### config.mk
export PLATFORM = sky130hd
export DESIGN_NAME = multilevel_feedback_scheduler
export DESIGN_NICKNAME = d
export VERILOG_FILES = /design/src/sv/mlfs_pkg.sv /design/src/sv/mlfs_ctrl.sv /design/src/sv/mlfs_dp.sv /design/src/sv/multilevel_feedback_scheduler.sv
export SDC_FILE = /design/constraint.sdc
export NUM_CORES = 2
export LEC_CHECK = 0
export ABC_AREA = 1
export ABC_CLOCK_PERIOD_IN_PS = 8000
export BUFFER_PORTS_ARGS = -buffer_cell sky130_fd_sc_hd__buf_4
export CAP_MARGIN = 10
export CORE_MARGIN = 5
export CORE_UTILIZATION = 55
export CTS_CLUSTER_SIZE = 8
export DETAILED_ROUTE_END_ITERATION = 7
export HOLD_SLACK_MARGIN = 0.03
export PLACE_DENSITY = 0.71
export SYNTH_ARGS = -nofsm -noshare
export SYNTH_HDL_FRONTEND = slang
export SYNTH_SLANG_ARGS = --single-unit
### constraint.sdc
create_clock -name clk -period 8 [get_ports clk]
set_input_delay 1.6 -clock clk [delete_from_list [all_inputs] [get_ports clk]]
set_output_delay 1.6 -clock clk [all_outputs]
set_load 0.05 [all_outputs]
### src/sv/mlfs_pkg.sv
// Package for the multilevel feedback scheduler: op codes, sizes and the
// controller-to-datapath command and status structs. No dependencies.
package mlfs_pkg;
	localparam int NUM_LEVELS = 4;
	localparam int MAX_TASKS  = 64;

	typedef enum logic [2:0] {
		OP_LOAD    = 3'd0,
		OP_UNBLOCK = 3'd1,
		OP_TICK    = 3'd2,
		OP_BLOCK   = 3'd3,
		OP_EXIT    = 3'd4
	} op_t;

	localparam logic [2:0] REG_LEVELS = 3'd0;
	localparam logic [2:0] REG_Q0     = 3'd1;
	localparam logic [2:0] REG_Q1     = 3'd2;
	localparam logic [2:0] REG_Q2     = 3'd3;
	localparam logic [2:0] REG_Q3     = 3'd4;

	// controller -> datapath
	typedef struct packed {
		logic capture;   // latch op and task id, start table reads
		logic execute;   // perform the op with read data available
	} cmd_t;

	// datapath -> controller
	typedef struct packed {
		logic has_result;
	} status_t;
endpackage

### src/sv/mlfs_ctrl.sv
// Controller for the multilevel feedback scheduler: sequences capture,
// execute and result delivery. Depends on mlfs_pkg.
module mlfs_ctrl (
	input  logic              clk,
	input  logic              arst_n,
	input  logic              in_fire,
	input  mlfs_pkg::status_t status,
	input  logic              out_fire,
	output logic              busy,
	output logic              out_valid,
	output mlfs_pkg::cmd_t    cmd
);
	typedef enum logic {S_IDLE, S_EXEC} state_t;
	state_t state_q;
	logic out_valid_q;
	logic stall;

	always_comb begin
		// hold execute while a new result would overwrite one still waiting
		stall = status.has_result && out_valid_q && !out_fire;
		cmd.capture = in_fire;
		cmd.execute = (state_q == S_EXEC) && !stall;
		busy = (state_q != S_IDLE);
		out_valid = out_valid_q;
	end

	always_ff @(posedge clk or negedge arst_n) begin
		if (!arst_n) begin
			state_q <= S_IDLE;
			out_valid_q <= 1'b0;
		end else begin
			case (state_q)
				S_IDLE: begin
					if (in_fire) state_q <= S_EXEC;
					if (out_fire) out_valid_q <= 1'b0;
				end
				S_EXEC: begin
					if (!stall) begin
						state_q <= S_IDLE;
						if (status.has_result) out_valid_q <= 1'b1;
						else if (out_fire) out_valid_q <= 1'b0;
					end
				end
				default: state_q <= S_IDLE;
			endcase
		end
	end
endmodule

### src/sv/mlfs_dp.sv
// Datapath for the multilevel feedback scheduler: level table, queue
// memory, queue pointers and the running task. Depends on mlfs_pkg.
module mlfs_dp (
	input  logic                          clk,
	input  logic                          arst_n,
	input  mlfs_pkg::cmd_t                cmd,
	input  logic [2:0]                    in_op,
	input  logic [5:0]                    in_task,
	input  logic                          cfg_we,
	input  logic [2:0]                    cfg_idx,
	input  logic [8:0]                    cfg_data,
	output mlfs_pkg::status_t             status,
	output logic [5:0]                    run_task,
	output logic                          run_idle
);
	localparam int NUM_LEVELS = mlfs_pkg::NUM_LEVELS;
	localparam int MAX_TASKS  = mlfs_pkg::MAX_TASKS;
	localparam int TW = (MAX_TASKS > 1) ? $clog2(MAX_TASKS) : 1;
	localparam int LW = (NUM_LEVELS > 1) ? $clog2(NUM_LEVELS) : 1;
	localparam int CW = $clog2(MAX_TASKS + 1);

	logic [2:0] levels_q;
	logic [8:0] quant_q [4];

	logic [1:0]    tlevel_mem [MAX_TASKS];
	logic [TW-1:0] head_q [NUM_LEVELS];
	logic [TW-1:0] tail_q [NUM_LEVELS];
	logic [CW-1:0] cnt_q  [NUM_LEVELS];

	logic [TW-1:0] run_q;
	logic          valid_q;
	logic [7:0]    ticks_q;

	logic [2:0]    op_s1;
	logic [TW-1:0] tid_s1;
	logic          tid_ok_s1;
	logic [1:0]    lvl_in_s1;   // level of captured task
	logic [1:0]    lvl_run_s1;  // level of running task
	logic [TW-1:0] head_task_s1 [NUM_LEVELS];
	logic [5:0]    res_task_q;
	logic          res_idle_q;

	// level of the dispatched task, read at execute and registered
	logic [1:0]    lvl_rd_s2;
	logic          lvl_byp_s2;
	logic [1:0]    lvl_wr_s2;
	logic          load_s2;

	// active level count, clamped
	logic [3:0] act;
	always_comb begin
		act = {1'b0, levels_q};
		if (act == 4'd0) act = 4'd1;
		if (act > 4'(NUM_LEVELS)) act = 4'(NUM_LEVELS);
	end
	logic [3:0] last_lvl;
	assign last_lvl = act - 4'd1;

	// read cycle: latch item, read tables
	always_ff @(posedge clk) begin
		if (cmd.capture) begin
			op_s1     <= in_op;
			tid_s1    <= TW'(in_task);
			tid_ok_s1 <= (32'(in_task) < MAX_TASKS);
			lvl_in_s1 <= tlevel_mem[TW'(in_task)];
			lvl_run_s1 <= tlevel_mem[run_q];
		end
	end

	// execute: enqueue decision and dispatch selection
	logic          do_enq;
	logic [TW-1:0] enq_task;
	logic [3:0]    enq_lvl;
	logic          do_lvl_wr;
	logic [TW-1:0] lvl_wr_task;
	logic [1:0]    lvl_wr_val;
	logic          do_disp;
	logic          found;
	logic [LW-1:0] sel;
	logic [TW-1:0] new_task;
	logic [1:0]    new_lvl;
	logic [8:0]    q;
	logic          has_res;
	logic [3:0]    raw_lvl;
	logic [NUM_LEVELS-1:0] push_v;
	logic [NUM_LEVELS-1:0] pop_v;

	always_comb begin
		do_enq = 1'b0; enq_task = tid_s1; raw_lvl = 4'd0;
		do_lvl_wr = 1'b0; lvl_wr_task = run_q; lvl_wr_val = 2'd0;
		do_disp = 1'b0; has_res = 1'b0;
		case (op_s1)
			mlfs_pkg::OP_LOAD: begin
				do_enq = tid_ok_s1; raw_lvl = 4'd0;
			end
			mlfs_pkg::OP_UNBLOCK: begin
				do_enq = tid_ok_s1; raw_lvl = {2'b0, lvl_in_s1};
			end
			mlfs_pkg::OP_TICK: begin
				has_res = 1'b1;
				if (!valid_q) do_disp = 1'b1;
				else if (ticks_q == 8'd0) begin
					do_disp = 1'b1; do_enq = 1'b1; enq_task = run_q;
					raw_lvl = {2'b0, lvl_run_s1} + 4'd1;
				end
			end
			mlfs_pkg::OP_BLOCK: begin
				has_res = 1'b1; do_disp = 1'b1;
				if (valid_q && lvl_run_s1 != 2'd0) begin
					do_lvl_wr = 1'b1; lvl_wr_val = lvl_run_s1 - 2'd1;
				end
			end
			mlfs_pkg::OP_EXIT: begin
				has_res = 1'b1; do_disp = 1'b1;
			end
			default: ;
		endcase
		enq_lvl = (raw_lvl > last_lvl) ? last_lvl : raw_lvl;
		if (do_enq) begin
			do_lvl_wr = 1'b1; lvl_wr_task = enq_task; lvl_wr_val = enq_lvl[1:0];
		end
		// first non-empty level in use; enqueued task visible only by count
		found = 1'b0; sel = '0;
		for (int l = NUM_LEVELS-1; l >= 0; l--) begin
			if (4'(l) < act && (cnt_q[l] != '0 ||
			    (do_enq && enq_lvl == 4'(l) && cnt_q[l] != CW'(MAX_TASKS)))) begin
				found = 1'b1; sel = LW'(l);
			end
		end
		// an empty level just filled by this enqueue dispatches the enqueued task
		if (found && cnt_q[sel] == '0) new_task = enq_task;
		else new_task = head_task_s1[sel];
	end

	always_comb begin
		for (int l = 0; l < NUM_LEVELS; l++) begin
			push_v[l] = do_enq && enq_lvl == 4'(l) && cnt_q[l] != CW'(MAX_TASKS);
			pop_v[l]  = do_disp && found && sel == LW'(l);
		end
	end

	// slice of the dispatched task, from its level after this op's level write
	always_comb begin
		new_lvl = lvl_byp_s2 ? lvl_wr_s2 : lvl_rd_s2;
		q = quant_q[new_lvl];
		if (q == 9'd0) q = 9'd1;
		if (q > 9'd256) q = 9'd256;
	end

	assign status.has_result = has_res;

	// one queue memory per level: write at tail, read head at capture
	for (genvar g = 0; g < NUM_LEVELS; g++) begin : g_level
		logic [TW-1:0] fifo_mem [MAX_TASKS];
		logic [TW-1:0] head_rd_s1;
		always_ff @(posedge clk) begin
			if (cmd.execute && push_v[g]) fifo_mem[tail_q[g]] <= enq_task;
			if (cmd.capture) head_rd_s1 <= fifo_mem[head_q[g]];
		end
		assign head_task_s1[g] = head_rd_s1;
	end

	always_ff @(posedge clk) begin
		if (cmd.execute) begin
			if (do_lvl_wr) tlevel_mem[lvl_wr_task] <= lvl_wr_val;
			lvl_rd_s2  <= tlevel_mem[new_task];
			lvl_byp_s2 <= do_lvl_wr && lvl_wr_task == new_task;
			lvl_wr_s2  <= lvl_wr_val;
		end
	end

	always_ff @(posedge clk or negedge arst_n) begin
		if (!arst_n) begin
			levels_q <= 3'd4;
			for (int i = 0; i < 4; i++) quant_q[i] <= 9'd1;
			for (int l = 0; l < NUM_LEVELS; l++) begin
				head_q[l] <= '0; tail_q[l] <= '0; cnt_q[l] <= '0;
			end
			run_q <= '0; valid_q <= 1'b0; ticks_q <= '0;
			res_task_q <= '0; res_idle_q <= 1'b1;
			load_s2 <= 1'b0;
		end else begin
			if (cfg_we) begin
				case (cfg_idx)
					mlfs_pkg::REG_LEVELS: levels_q <= cfg_data[2:0];
					mlfs_pkg::REG_Q0: quant_q[0] <= cfg_data;
					mlfs_pkg::REG_Q1: quant_q[1] <= cfg_data;
					mlfs_pkg::REG_Q2: quant_q[2] <= cfg_data;
					mlfs_pkg::REG_Q3: quant_q[3] <= cfg_data;
					default: ;
				endcase
			end
			// reload the slice the cycle after a dispatch found a task
			load_s2 <= cmd.execute && do_disp && found;
			if (load_s2) ticks_q <= 8'(q - 9'd1);
			if (cmd.execute) begin
				for (int l = 0; l < NUM_LEVELS; l++) begin
					if (push_v[l])
						tail_q[l] <= (32'(tail_q[l]) + 1 >= MAX_TASKS) ? '0 : tail_q[l] + 1'b1;
					if (pop_v[l])
						head_q[l] <= (32'(head_q[l]) + 1 >= MAX_TASKS) ? '0 : head_q[l] + 1'b1;
					if (push_v[l] && !pop_v[l]) cnt_q[l] <= cnt_q[l] + 1'b1;
					else if (pop_v[l] && !push_v[l]) cnt_q[l] <= cnt_q[l] - 1'b1;
				end
				if (op_s1 == mlfs_pkg::OP_TICK && valid_q && ticks_q != 8'd0) begin
					ticks_q <= ticks_q - 8'd1;
					res_task_q <= 6'(run_q); res_idle_q <= 1'b0;
				end else if (do_disp) begin
					valid_q <= found;
					run_q <= found ? new_task : '0;
					if (!found) ticks_q <= 8'd0;
					res_task_q <= found ? 6'(new_task) : 6'd0;
					res_idle_q <= !found;
				end
			end
		end
	end

	assign run_task = res_task_q;
	assign run_idle = res_idle_q;
endmodule

### src/sv/multilevel_feedback_scheduler.sv
// Top level of the multilevel feedback queue scheduler.
// Instantiates mlfs_ctrl and mlfs_dp; uses mlfs_pkg.
//
// Usage:
//  - s_axis carries one event item: tdata[2:0] op, tdata[8:3] task_id.
//    Ops: load, unblock, tick, block, exit.
//  - m_axis carries the dispatch decision for tick, block and exit:
//    tdata[5:0] run_task, tuser run_idle. Load and unblock give no item.
//  - cfg_we/cfg_idx/cfg_data write levels_in_use (0) and the four
//    quanta (1..4); write only while no item is in flight.
// Timing: an item is taken and the queue tables are read at capture,
//  then the op is executed in the EXEC state, which registers the
//  result; the slice of a dispatched task is then reloaded through the
//  load_s2 register. No new item is taken until the last one has
//  executed, as the queue memory is read at capture and written at execute.
// s_axis_tready is low while an item is in work; a waiting result does not
//  block input, but a stalled receiver holds the result and holds the
//  execute of the next item that has a result until the old one is taken.
// Reset empties all queues, marks the CPU idle and loads four levels
//  with a one-tick quantum each; task levels and queue memory start
//  undefined and need no clearing pass.
module multilevel_feedback_scheduler (
	input  logic        clk,
	input  logic        arst_n,
	input  logic        s_axis_tvalid,
	output logic        s_axis_tready,
	input  logic [15:0] s_axis_tdata,   // [2:0] op, [8:3] task_id
	output logic        m_axis_tvalid,
	input  logic        m_axis_tready,
	output logic [7:0]  m_axis_tdata,   // [5:0] run_task
	output logic        m_axis_tuser,   // [0] run_idle
	input  logic        cfg_we,
	input  logic [2:0]  cfg_idx,
	input  logic [8:0]  cfg_data
);
	mlfs_pkg::cmd_t    cmd;
	mlfs_pkg::status_t status;
	logic busy;
	logic in_fire, out_fire;
	logic [5:0] run_task;

	assign s_axis_tready = !busy;
	assign in_fire  = s_axis_tvalid && s_axis_tready;
	assign out_fire = m_axis_tvalid && m_axis_tready;

	mlfs_ctrl u_ctrl (
		.clk(clk), .arst_n(arst_n), .in_fire(in_fire), .status(status),
		.out_fire(out_fire), .busy(busy), .out_valid(m_axis_tvalid), .cmd(cmd)
	);

	mlfs_dp u_dp (
		.clk(clk), .arst_n(arst_n), .cmd(cmd),
		.in_op(s_axis_tdata[2:0]), .in_task(s_axis_tdata[8:3]),
		.cfg_we(cfg_we), .cfg_idx(cfg_idx), .cfg_data(cfg_data),
		.status(status), .run_task(run_task), .run_idle(m_axis_tuser)
	);

	assign m_axis_tdata = {2'b00, run_task};
endmodule

==> qor.csv <==
metric,value,unit
outcome,completed,
IO buf count,34,
Crit-path slowest cell,nand2_2,
post-CTS setup buffers,0,
Worst EP arrival,7000,ps
Synth Cell Area,78300,um^2
FF-to-FF path depth,28,
share of flip-flops with an asynchronous set or reset,0.0758,
fill count,10700,
htree depth,5,
Setup TNS,0,ps
CTS Hold Bufs,0,
root buf cell,clkbuf_16,
minimum setup slack among reg-to-reg paths,1640,ps
RSZ-0062 raised after global routing,no,
die width,387,um
hold slack final,470,ps
crit path from,u_dp.levels_q[2],
Crit. End Element,register,
CTS tree,built,
DRC viols,0,
total power,29.7,mW
global-route wire length before repair,306000,um
Clock Latency Late Sink,890,ps
Post-Synth Simple-Gate Area,0.124,
max-cap violations,0,
Final Max Tran Viols,0,
"most used cell, CP",nand3_1,
starting density of the core,0.553,
TritonCTS buffer count,281,
post-synthesis sequential area ratio,0.699,
CP endpoint,u_dp.lvl_rd_s2[0],
adder-cell share of the synthesized area,0.00773,
worst-path fanout max,57,
layout cell share with drive strength beyond 1,0.0691,
ant diodes,0,
Clock transition at path regs,50,ps
Pwr Density,339,nW/um^2
area post-placement,79900,um^2
DRT antenna net count,0,
DRT Pass-1 Iters,8,
compound-gate portion of the synthesized area,0.129,
All-Layer GR Usage,0.259,
fmax,157,MHz
crit-path max cell delay,670,ps
cells after synthesis,6708,
CTS max path bufs,4,
largest net degree at the start of global routing,171,
Slew @ Worst Pin,1110,ps
yosys warns,0,
worst min-delay path class,reg -> reg,
number of instances in the placed design,8307,
Startpoint Class,register,
total die area,150000,um^2
Post-Route Skew,68.5,ps
R2R Path End,u_dp.lvl_rd_s2[0],
CP Data Required Time,8640,ps
hold depth,2,
RR Startpoint,u_dp.levels_q[2],
crit share post-route,0.796,
largest family of logic cells by synthesized area,compound AO/OA/AOI/OAI gates,
mean routed wirelength per cell,23.0,um
Chip Height,387,um
clock tree sinks,1846,
peak supply drop,0.340,mV
vias in the first global route,52700,
final WL,200000,um
total core area,142000,um^2
post-synthesis cell type count,54,
Layout Cells excl Fill,8707,
Synth-to-Final Area Change,11.9,%
static leakage power,29.4,nW
final net count,6779,
initial antenna violation count,3,
routed vias,54400,
XOR/XNOR Fraction of Synth Area,0.00515,
#FFs+latches synth,1846,
Post-synth EDFFs,1706,
CP Class,reg -> reg,
total grt overflow,0,
final hold vios,0,
mux contribution to synthesized area,0,
drt initial violations,6784,
post-DP HPWL,113000,um
Final Cell Area,87600,um^2
RePlAce Congestion,0.908,
# setup viols final,0,
CTS resizes,0,
I/O pin count,44,
Rel. slew slack,0.255,
top_reg_cell synth,edfxtp_1,
"Avg Cell Area, Syn",11.7,um^2
vias per cell,6.25,
Tmin final,6360,ps
# rows,138,
-- report_power, final --
part	switching, mW	total, mW	internal, mW
combinational	5.66	7.90	2.24
sequential	0.442	11.4	11.0
clock	3.88	10.4	6.51
total	9.99	29.7	19.7
-- through the flow --
| stage | setup slack (ps) | utilization |
|---|---|---|
| floorplan | 2460 | - |
| global placement | 1950 | 0.565 |
| detailed placement | 1860 | 0.565 |
| CTS | 1820 | 0.619 |
| global route | 1260 | 0.619 |
| finish | 1640 | 0.619 |
-- cell usage after synthesis, types with 7 or more instances --
| cell type | instances | share of area |
|---|---|---|
| nand3_1 | 310 | 0.020 |
| nand4_1 | 48 | 0.0038 |
| nor2_1 | 1272 | 0.061 |
| a31oi_1 | 28 | 0.0022 |
| inv_2 | 11 | 0.00053 |
| a211oi_1 | 26 | 0.0025 |
| buf_4 | 9 | 0.00086 |
| a21oi_1 | 121 | 0.0077 |
| nor3_1 | 34 | 0.0022 |
| o211ai_1 | 57 | 0.0055 |
| a221o_1 | 8 | 0.0010 |
| o22ai_1 | 270 | 0.022 |
| o221ai_1 | 167 | 0.019 |
| nand3b_1 | 55 | 0.0053 |
| nor2_2 | 7 | 0.00056 |
| edfxtp_1 | 1706 | 0.65 |
| o21ai_1 | 10 | 0.00064 |
| xor2_1 | 41 | 0.0046 |
| clkinv_1 | 16 | 0.00077 |
| nand2_2 | 13 | 0.0010 |
| o21ai_0 | 998 | 0.064 |
| ha_1 | 42 | 0.0067 |
| buf_2 | 18 | 0.0012 |
| nor4_1 | 8 | 0.00064 |
| dfrtp_1 | 134 | 0.043 |
| o311ai_0 | 15 | 0.0017 |
| nor3b_1 | 7 | 0.00067 |
| nand2_1 | 579 | 0.028 |
| a32oi_1 | 9 | 0.0010 |
| inv_1 | 271 | 0.013 |
| clkbuf_1 | 351 | 0.017 |
-- cell families after synthesis --
logic type / after synthesis
AO/OA/AOI/OAI: 1737
XOR/XNOR: 46
adder cells (fa/ha/maj): 46
flip-flops: 1846
other: 1
buffers and inverters: 686
AND/OR/NAND/NOR: 2346
-- metal layers --
layer | GRT usage | up-vias | part of all wire
met5 | 0 | - | 0.000080
met4 | 0.100 | 2 | 0.035
met3 | 0.0601 | 524 | 0.10
met2 | 0.400 | 3052 | 0.46
met1 | 0.363 | 26300 | 0.40
li1 | - | 24500 | -
-- worst max-delay path: cells and delay by family (launching register included) --
family          cells  cell delay (ps)
compound gates      2              460
xor+xnor            1              190
fa+ha+maj           2              520
buf+inv             4             1210
flops               1              630
simple gates       19             3050
-- layout make-up --
type	count	area (um^2)	area share
Tap cell	1890	2360	0.0270
Clock inverter	5	50.0	0.000571
Inverter	300	1190	0.0136
Sequential cell	1846	54800	0.625
Multi-Input combinational cell	4177	20900	0.239
Timing Repair Buffer	94	709	0.00809
Clock buffer	395	7650	0.0873
-- sequential cells by signal, summed over array words and instances, names as in the netlist, 2 cells and up --
| signal | cells |
|---|---|
| u_dp.run_task | 6 |
| u_dp.cnt_q | 28 |
| u_dp.g_level.head_rd_s1 | 24 |
| u_dp.op_s1 | 3 |
| u_dp.tlevel_mem | 128 |
| u_dp.ticks_q | 8 |
| u_dp.lvl_in_s1 | 2 |
| u_dp.levels_q | 3 |
| u_dp.lvl_rd_s2 | 2 |
| u_dp.lvl_run_s1 | 2 |
| u_dp.lvl_wr_s2 | 2 |
| u_dp.quant_q | 36 |
| u_dp.tail_q | 24 |
| u_dp.run_q | 6 |
| u_dp.g_level.fifo_mem | 1536 |
| u_dp.tid_s1 | 6 |
| u_dp.head_q | 24 |
-- how the worst min path moves through the flow --
stage	from	to
CTS	u_dp.run_idle	u_dp.run_idle
global route	u_dp.quant_q[2]	u_dp.quant_q[2]
detailed placement	u_dp.run_idle	u_dp.run_idle
floorplan	u_dp.levels_q[1]	u_dp.levels_q[1]
global placement	u_dp.run_idle	u_dp.run_idle
finish	u_dp.run_idle	u_dp.run_idle
-- cells in the final DEF, fill, tap and decap left out, types with 42 or more instances in the layout --
master,netlist,routed
nand3_1,310,310
o21ai_0,998,996
o221ai_1,167,167
o22ai_1,270,270
ha_1,42,42
nand3b_1,55,55
inv_1,271,256
nor2_1,1272,1272
a21oi_1,121,121
clkbuf_1,351,105
nand2_1,579,578
nand4_1,48,48
buf_4,9,93
dfrtp_1,134,125
o211ai_1,57,57
edfxtp_1,1706,1706
clkbuf_16,0,290
Power figures use the tool's default switching activity.
